**src/hw/rtl/drtms_pkg.sv**
```systemverilog
// ----------------------------------------------------------------------------
// drtms_pkg
// Types and constants shared by the DNS reply minimum-TTL scanner.
// ----------------------------------------------------------------------------
package drtms_pkg;

  localparam logic [31:0] CeilingReset   = 32'd3600;
  localparam logic [3:0]  HeaderLastIdx  = 4'd11;
  localparam logic [3:0]  RecordLastIdx  = 4'd11;
  localparam logic [3:0]  QSuffixLastIdx = 4'd3;
  localparam int          AddrWidth      = 3;

  typedef struct packed {
    logic [7:0] msg_byte;
    logic       is_last;
  } in_item_t;

  typedef enum logic [1:0] {
    ST_COMPLETE  = 2'd0,
    ST_TRUNCATED = 2'd1,
    ST_NO_RECORD = 2'd2
  } scan_status_t;

  typedef struct packed {
    logic [31:0] min_ttl;
    logic [1:0]  scan_status;
  } out_item_t;

  typedef enum logic [2:0] {
    PH_HEADER  = 3'd0,
    PH_QLABEL  = 3'd1,
    PH_QSKIP   = 3'd2,
    PH_QSUFFIX = 3'd3,
    PH_RFIXED  = 3'd4,
    PH_RDATA   = 3'd5,
    PH_DONE    = 3'd6,
    PH_NOREC   = 3'd7
  } phase_t;

  typedef struct packed {
    logic      load;
    out_item_t item;
  } result_t;

endpackage

```
**src/hw/rtl/drtms_cfg.sv**
```systemverilog
// ----------------------------------------------------------------------------
// drtms_cfg
// APB register file holding the TTL ceiling.
// ----------------------------------------------------------------------------
module drtms_cfg (
  input  logic                            clk,
  input  logic                            rst,
  input  logic                            psel,
  input  logic                            penable,
  input  logic                            pwrite,
  input  logic [drtms_pkg::AddrWidth-1:0] paddr,
  input  logic [31:0]                     pwdata,
  output logic [31:0]                     prdata,
  output logic                            pready,
  output logic [31:0]                     ttl_ceiling
);
  import drtms_pkg::*;

  logic sel_ceiling;

  assign sel_ceiling = (paddr[AddrWidth-1:2] == '0);
  assign pready      = 1'b1;
  assign prdata      = sel_ceiling ? ttl_ceiling : 32'd0;

  always_ff @(posedge clk) begin
    if (rst) begin
      ttl_ceiling <= CeilingReset;
    end else if (psel && penable && pwrite && pready && sel_ceiling) begin
      ttl_ceiling <= pwdata;
    end
  end

endmodule

```
**src/hw/rtl/drtms_parse.sv**
```systemverilog
// ----------------------------------------------------------------------------
// drtms_parse
// Input register and per-byte parse state update; emits one result per
// message on the last byte.
// ----------------------------------------------------------------------------
module drtms_parse (
  input  logic                 clk,
  input  logic                 rst,
  input  logic                 byte_valid,
  output logic                 byte_ready,
  input  drtms_pkg::in_item_t  byte_item,
  input  logic [31:0]          ttl_ceiling,
  input  logic                 slot_free,
  output drtms_pkg::result_t   result
);
  import drtms_pkg::*;

  logic        in_valid;
  in_item_t    in_item;
  logic        fire;

  phase_t      phase, phase_next, phase_eval;
  logic [3:0]  idx, idx_next;
  logic [15:0] questions_left, questions_left_next;
  logic [17:0] records_left, records_left_next;
  logic [15:0] skip_left, skip_left_next;
  logic [31:0] ttl_shift, ttl_shift_next;
  logic [31:0] running_min, running_min_next;

  logic [31:0] fin_min;
  logic [17:0] fin_records;
  phase_t      fin_phase;
  logic [7:0]  b;
  logic [15:0] skip_rec;

  assign b          = in_item.msg_byte;
  assign fire       = in_valid && (!in_item.is_last || slot_free);
  assign byte_ready = !in_valid || fire;

  always_ff @(posedge clk) begin
    if (rst) begin
      in_valid <= 1'b0;
    end else if (byte_ready) begin
      in_valid <= byte_valid;
    end
  end

  always_ff @(posedge clk) begin
    if (byte_ready && byte_valid) begin
      in_item <= byte_item;
    end
  end

  // finish the current record
  always_comb begin
    fin_min     = ((ttl_shift != 32'd0) && (ttl_shift < running_min)) ? ttl_shift
                                                                      : running_min;
    fin_records = records_left - 18'd1;
    fin_phase   = (fin_records == 18'd0) ? PH_DONE : PH_RFIXED;
  end

  assign skip_rec = skip_left | {8'h00, b};

  always_comb begin
    phase_eval          = phase;
    idx_next            = idx;
    questions_left_next = questions_left;
    records_left_next   = records_left;
    skip_left_next      = skip_left;
    ttl_shift_next      = ttl_shift;
    running_min_next    = running_min;
    unique case (phase)
      PH_HEADER: begin
        if (idx == 4'd0) begin
          running_min_next    = ttl_ceiling;
          questions_left_next = '0;
          records_left_next   = '0;
          skip_left_next      = '0;
          ttl_shift_next      = '0;
        end
        if (idx == 4'd4 || idx == 4'd5) begin
          questions_left_next = {questions_left[7:0], b};
        end else if (idx == 4'd6 || idx == 4'd8 || idx == 4'd10) begin
          skip_left_next = {b, 8'h00};
        end else if (idx == 4'd7 || idx == 4'd9 || idx == 4'd11) begin
          records_left_next = records_left + {2'b00, skip_rec};
          skip_left_next    = '0;
        end
        if (idx == HeaderLastIdx) begin
          idx_next = 4'd0;
          if (records_left_next == 18'd0) begin
            phase_eval = PH_NOREC;
          end else if (questions_left_next != 16'd0) begin
            phase_eval = PH_QLABEL;
          end else begin
            phase_eval = PH_RFIXED;
          end
        end else begin
          idx_next = idx + 4'd1;
        end
      end
      PH_QLABEL: begin
        if (b == 8'd0) begin
          idx_next   = 4'd0;
          phase_eval = PH_QSUFFIX;
        end else begin
          skip_left_next = {8'h00, b};
          phase_eval     = PH_QSKIP;
        end
      end
      PH_QSKIP: begin
        skip_left_next = skip_left - 16'd1;
        if (skip_left_next == 16'd0) begin
          phase_eval = PH_QLABEL;
        end
      end
      PH_QSUFFIX: begin
        if (idx == QSuffixLastIdx) begin
          idx_next            = 4'd0;
          questions_left_next = questions_left - 16'd1;
          phase_eval = (questions_left_next != 16'd0) ? PH_QLABEL : PH_RFIXED;
        end else begin
          idx_next = idx + 4'd1;
        end
      end
      PH_RFIXED: begin
        if (idx >= 4'd6 && idx <= 4'd9) begin
          ttl_shift_next = {ttl_shift[23:0], b};
        end else if (idx == 4'd10) begin
          skip_left_next = {b, 8'h00};
        end else if (idx == RecordLastIdx) begin
          skip_left_next = skip_rec;
        end
        if (idx == RecordLastIdx) begin
          idx_next = 4'd0;
          if (skip_left_next == 16'd0) begin
            running_min_next  = fin_min;
            records_left_next = fin_records;
            phase_eval        = fin_phase;
          end else begin
            phase_eval = PH_RDATA;
          end
        end else begin
          idx_next = idx + 4'd1;
        end
      end
      PH_RDATA: begin
        skip_left_next = skip_left - 16'd1;
        if (skip_left_next == 16'd0) begin
          idx_next          = 4'd0;
          running_min_next  = fin_min;
          records_left_next = fin_records;
          phase_eval        = fin_phase;
        end
      end
      PH_DONE, PH_NOREC: begin
      end
      default: begin
      end
    endcase

    phase_next = phase_eval;
    if (in_item.is_last) begin
      phase_next = PH_HEADER;
      idx_next   = 4'd0;
    end

    result.load = fire && in_item.is_last;
    unique case (phase_eval)
      PH_NOREC: begin
        result.item.min_ttl     = '1;
        result.item.scan_status = ST_NO_RECORD;
      end
      PH_DONE: begin
        result.item.min_ttl     = running_min_next;
        result.item.scan_status = ST_COMPLETE;
      end
      default: begin
        result.item.min_ttl     = running_min_next;
        result.item.scan_status = ST_TRUNCATED;
      end
    endcase
  end

  always_ff @(posedge clk) begin
    if (rst) begin
      phase          <= PH_HEADER;
      idx            <= '0;
      questions_left <= '0;
      records_left   <= '0;
      skip_left      <= '0;
      ttl_shift      <= '0;
      running_min    <= CeilingReset;
    end else if (fire) begin
      phase          <= phase_next;
      idx            <= idx_next;
      questions_left <= questions_left_next;
      records_left   <= records_left_next;
      skip_left      <= skip_left_next;
      ttl_shift      <= ttl_shift_next;
      running_min    <= running_min_next;
    end
  end

endmodule

```
**src/hw/rtl/drtms_out.sv**
```systemverilog
// ----------------------------------------------------------------------------
// drtms_out
// Result register: holds one result until the downstream side takes it.
// ----------------------------------------------------------------------------
module drtms_out (
  input  logic                 clk,
  input  logic                 rst,
  input  drtms_pkg::result_t   result,
  output logic                 slot_free,
  output logic                 res_valid,
  input  logic                 res_ready,
  output drtms_pkg::out_item_t res_item
);
  import drtms_pkg::*;

  assign slot_free = !res_valid || res_ready;

  always_ff @(posedge clk) begin
    if (rst) begin
      res_valid <= 1'b0;
    end else if (slot_free) begin
      res_valid <= result.load;
    end
  end

  always_ff @(posedge clk) begin
    if (slot_free && result.load) begin
      res_item <= result.item;
    end
  end

endmodule

```
**src/hw/rtl/dns_reply_min_ttl_scan.sv**
```systemverilog
// ----------------------------------------------------------------------------
// dns_reply_min_ttl_scan
// Scans a DNS reply byte stream and reports the smallest non-zero record TTL,
// capped by a programmable ceiling.
// ----------------------------------------------------------------------------
// Channel   Direction  Handshake              Payload
// byte      in         byte_valid/byte_ready  in_item_t  (msg_byte, is_last)
// res       out        res_valid/res_ready    out_item_t (min_ttl, scan_status)
// apb       in         psel/penable/pready    ttl_ceiling at byte address 0
//
// One byte per cycle is taken while no last byte is stalled; the input register
// feeds the parse state update, which loads the result register once the
// last byte leaves the input register and the result register is free.
// The parse state update is combinational.
// A result waiting in the output register stalls only a last byte; other
// bytes keep flowing.
// Reset is synchronous; the ceiling returns to 3600.
// ----------------------------------------------------------------------------
module dns_reply_min_ttl_scan (
  input  logic                            clk,
  input  logic                            rst,
  input  logic                            byte_valid,
  output logic                            byte_ready,
  input  drtms_pkg::in_item_t             byte_item,
  output logic                            res_valid,
  input  logic                            res_ready,
  output drtms_pkg::out_item_t            res_item,
  input  logic                            psel,
  input  logic                            penable,
  input  logic                            pwrite,
  input  logic [drtms_pkg::AddrWidth-1:0] paddr,
  input  logic [31:0]                     pwdata,
  output logic [31:0]                     prdata,
  output logic                            pready
);
  import drtms_pkg::*;

  logic [31:0] ttl_ceiling;
  logic        slot_free;
  result_t     result;

  drtms_cfg u_cfg (
    .clk         (clk),
    .rst         (rst),
    .psel        (psel),
    .penable     (penable),
    .pwrite      (pwrite),
    .paddr       (paddr),
    .pwdata      (pwdata),
    .prdata      (prdata),
    .pready      (pready),
    .ttl_ceiling (ttl_ceiling)
  );

  drtms_parse u_parse (
    .clk         (clk),
    .rst         (rst),
    .byte_valid  (byte_valid),
    .byte_ready  (byte_ready),
    .byte_item   (byte_item),
    .ttl_ceiling (ttl_ceiling),
    .slot_free   (slot_free),
    .result      (result)
  );

  drtms_out u_out (
    .clk       (clk),
    .rst       (rst),
    .result    (result),
    .slot_free (slot_free),
    .res_valid (res_valid),
    .res_ready (res_ready),
    .res_item  (res_item)
  );

endmodule

```
**config.mk**
```make
export PLATFORM = sky130hd
export DESIGN_NAME = dns_reply_min_ttl_scan
export DESIGN_NICKNAME = d
export VERILOG_FILES = /design/src/hw/rtl/drtms_pkg.sv /design/src/hw/rtl/drtms_cfg.sv /design/src/hw/rtl/drtms_parse.sv /design/src/hw/rtl/drtms_out.sv /design/src/hw/rtl/dns_reply_min_ttl_scan.sv
export SDC_FILE = /design/constraint.sdc
export NUM_CORES = 1
export LEC_CHECK = 0
export BUFFER_PORTS_ARGS = -buffer_cell sky130_fd_sc_hd__buf_2
export CAP_MARGIN = 30
export CORE_MARGIN = 8
export CORE_UTILIZATION = 53
export DETAILED_ROUTE_END_ITERATION = 6
export PLACE_DENSITY = 0.72
export SETUP_SLACK_MARGIN = 0.15
export SLEW_MARGIN = 10
export SYNTH_ARGS = -nofsm -noshare
export SYNTH_HDL_FRONTEND = slang
export SYNTH_SLANG_ARGS = --single-unit
```
**constraint.sdc**
```tcl
create_clock -name clk -period 8.8 [get_ports clk]
set_input_delay 0.44 -clock clk [delete_from_list [all_inputs] [get_ports clk]]
set_output_delay 0.44 -clock clk [all_outputs]
set_load 0.03 [all_outputs]
```
==> impl_results.md <==
* Hold_ws at 0.164 ns
* Pwr/cell area at about 140 nW/um2
* Post-Syn Instances at ~1.7k
* Number of global-route vias before repair at 12.2k
* Synth-to-layout area growth at 10.4%
* HPWL Detailed at ~29 mm
* Net count, final at approximately 1.9k
* Global Route Usage Sum at 0.264
* Largest cells by area after synthesis: dfxtp_1 24%, edfxtp_1 9.9%, a21oi_1 9.2%
* Quantity of hold-fixing buffers added after cts at 0
* Post-synth EDFFs at 43
* Diode count at 0
* Final Hold Fails at 0
* Leakage at about 5.6 nW
* Largest area contributor in the netlist: dfxtp_1
* GP Congestion at roughly 0.93
* Post-route DRC violation count at 0
* Syn_nets at around 1.8k
* IR drop worst, VDD at about 0.00014 V
* Top cell type's share of synthesized area at 0.237
* YS warnings at 0
* CTS tree: done
* Worst slew margin at 0.491
* Post-DRT Antenna Nets at 0
* Max Freq at roughly 220 MHz
* Worst-Skew Late Latency at 0.45 ns
* Post-synth cell types at between 90 and 100
* Yosys reg bits at between 150 and 200
* TritonCTS buffer count at 17
* Dominant synthesized flop cell: dfxtp_1
* Critical Path Start Type: flip-flop
* H-Tree Depth at 4
* Total Power at around 0.0020 W
* Post-CTS Setup Inserts at 0
* Cell area after synthesis at approximately 13000 um2
* Congestion Overflow GR at 0
* Final Cycle Share at 0.510
* Routed WL at between 40 and 50 mm
* Min-delay worst type: input port to flip-flop
* Core Area at roughly 24000 um2
* Clock Tree Root: clkbuf_16
* Via count at around 13k
* Fraction of layout cells with a size suffix above 1 at 0.139
* Initial antenna violation count at 0
* DR vias/cell at between 6 and 7
* Max-Cap Viols at 0
* First-pass GRT wire length at 65.8 mm
* Worst-path fanout max at 33
* Final Max Slew Viols at 0
* Register area share after synthesis at 0.335
* Die ar. at approximately 30000 um2
* Die width at approximately 170 um
* Setup TNS Final at 0 ns
* Std cell rows at 57
* CP Data Arrival Time at roughly 4.6 ns
* Clock buffer depth at 2
* WS Path Type: flip-flop to flip-flop
* Total clock sinks at roughly 200
* Maximum number of pins on one net before global-route repair at 95
* Starting Density at 0.539
* Fillers at ~2.2k
* Worst-Margin Slew at ~0.76 ns
* Synthesized area per cell at approximately 7.7 um2
* Port bufs at 116
* Die height at between 150 and 200 um
* WP data required at between 8 and 9 ns
* Status: finished, final reports clean
* Setup violators final at 0
* Max Clock Skew at 0.0159 ns
* I/O pin cnt at 120
* DRT iter0 DRCs at around 1.5k
* Crit. End Element: flip-flop
* Async S/R FF share, synth at 0
* RSZ-0062 raised after global routing: false
* Post-route minimum period at around 4.5 ns
* Post_cts resized at 0
* Clock slew at reported path FFs at about 0.080 ns
* Avg WL per Cell at about 20 um
* DRT Pass-1 Iters at 7
-- area by class of cell --
type	count	area [um2]	share of cell area
clock buffers	17	425	0.0294
clock inverters	15	201	0.0139
inverters	65	244	0.0169
multi-input cells	1309	7940	0.549
flip-flops and latches	198	4390	0.304
well taps	324	405	0.0280
repair buffers	148	846	0.0585
-- power breakdown --
group / internal [W] / switching (W) / leakage, nW
sequential: 0.000943 / 0.0000206 / 1.63
clock: 0.000416 / 0.000418 / 0.300
combinational: 0.0000602 / 0.000130 / 3.62
total: 0.00142 / 0.000569 / 5.55
-- path summary, 6_finish.rpt --
kind                         startpoint  slack, ns                     to  cells past startpoint
setup / recovery           u_parse.b[0]       4.31     u_out.res_item[11]                     15
hold / removal             byte_item[4]       0.16           u_parse.b[3]                      1
setup reg to reg           u_parse.b[0]       4.31     u_out.res_item[11]                     15
hold reg to reg   u_cfg.ttl_ceiling[19]       0.47  u_cfg.ttl_ceiling[19]                      2
-- cell usage after synthesis (17+ instances only) --
cell / count
o21ai_0: 73
o2bb2ai_1: 30
nor2b_1: 41
o211ai_2: 29
clkbuf_1: 87
edfxtp_1: 43
xnor2_1: 17
nand3_1: 63
ha_1: 64
nand2_1: 244
nor2_1: 126
a22oi_1: 25
nor3_1: 45
nor4_1: 24
dfxtp_1: 155
inv_1: 63
a21oi_1: 240
o22ai_1: 19
-- kinds of logic (layout without fill, tap and decap cells) --
group	Yosys count	count (layout)	synth area share
other	1	1	0.000286
adder cells (fa/ha/maj)	65	65	0.0627
flip-flops	198	198	0.335
multiplexers	4	4	0.00315
buffers and inverters	185	245	0.0604
AO/OA/AOI/OAI	560	560	0.282
AND/OR/NAND/NOR	656	656	0.241
XOR/XNOR	23	23	0.0154
-- cells in the final DEF (no fill, tap or decap), types with 5 or more instances in the layout --
master / netlist / routed
nand2_1: 244 / 244
a21oi_1: 240 / 239
dfxtp_1: 155 / 155
nor2_1: 126 / 124
buf_2: 14 / 116
o21ai_0: 73 / 72
ha_1: 64 / 64
inv_1: 63 / 63
nand3_1: 63 / 63
nor3_1: 45 / 45
edfxtp_1: 43 / 43
nor2b_1: 41 / 40
o2bb2ai_1: 30 / 30
o211ai_2: 29 / 29
buf_4: 6 / 28
a22oi_1: 25 / 25
nor4_1: 24 / 24
o22ai_1: 19 / 19
xnor2_1: 17 / 17
clkbuf_16: 0 / 17
a21o_1: 16 / 16
a31oi_1: 15 / 15
or2_2: 14 / 14
nand4_1: 13 / 13
o211ai_1: 12 / 12
or3_1: 11 / 11
nand2b_1: 11 / 11
and3_1: 11 / 11
nand3b_1: 10 / 10
a221oi_1: 10 / 10
a211oi_1: 10 / 10
and2_1: 9 / 9
o31ai_1: 6 / 6
nor3b_1: 6 / 6
xor2_1: 6 / 6
o21ai_1: 5 / 6
or4_1: 5 / 5
o21a_1: 5 / 5
a22o_1: 5 / 5
-- critical path: stages (launching register included) --
cell and delay [ns]:
edfxtp_1 0.56, inv_1 0.15, nand2_1 0.12, ha_1 0.17, inv_1 0.05, fa_1 0.40, nand3b_1 0.22, a211oi_1 0.44
o211ai_1 0.29, a211o_1 0.35, and3_1 0.20, o2111ai_1 0.12, a2111o_2 0.21, a21boi_4 0.19, buf_4 0.50, o211ai_2 0.22
-- metrics by stage --
stage	worst slack, ns	cells	cell area, um2	utilization
floorplan	5.27	1692	13100	-
global placement	4.48	2038	13800	0.566
detailed placement	4.43	2042	13800	0.568
CTS	4.40	2074	14400	0.593
global route	4.09	2076	14500	0.594
finish	4.31	2076	14500	0.594
-- sequential cells by signal (all words and copies together) (netlist names), 3 cells and up --
register	count
u_parse.records_left	18
u_parse.phase	3
u_out.res_item	34
u_parse.idx	4
u_parse.ttl_shift	32
u_parse.questions_left	16
u_parse.running_min	32
u_parse.skip_left	16
u_cfg.ttl_ceiling	32
u_parse.b	8
-- routing by layer --
layer  vias to the layer above  GRT usage  wire, um
li1                       6244          -         -
met1                      6263      0.335     17400
met2                       595      0.436     19300
met3                        84     0.0401      2880
met4                         0      0.124      1660
met5                         -          0         0
Note: power is estimated with default switching activity, not from simulation.
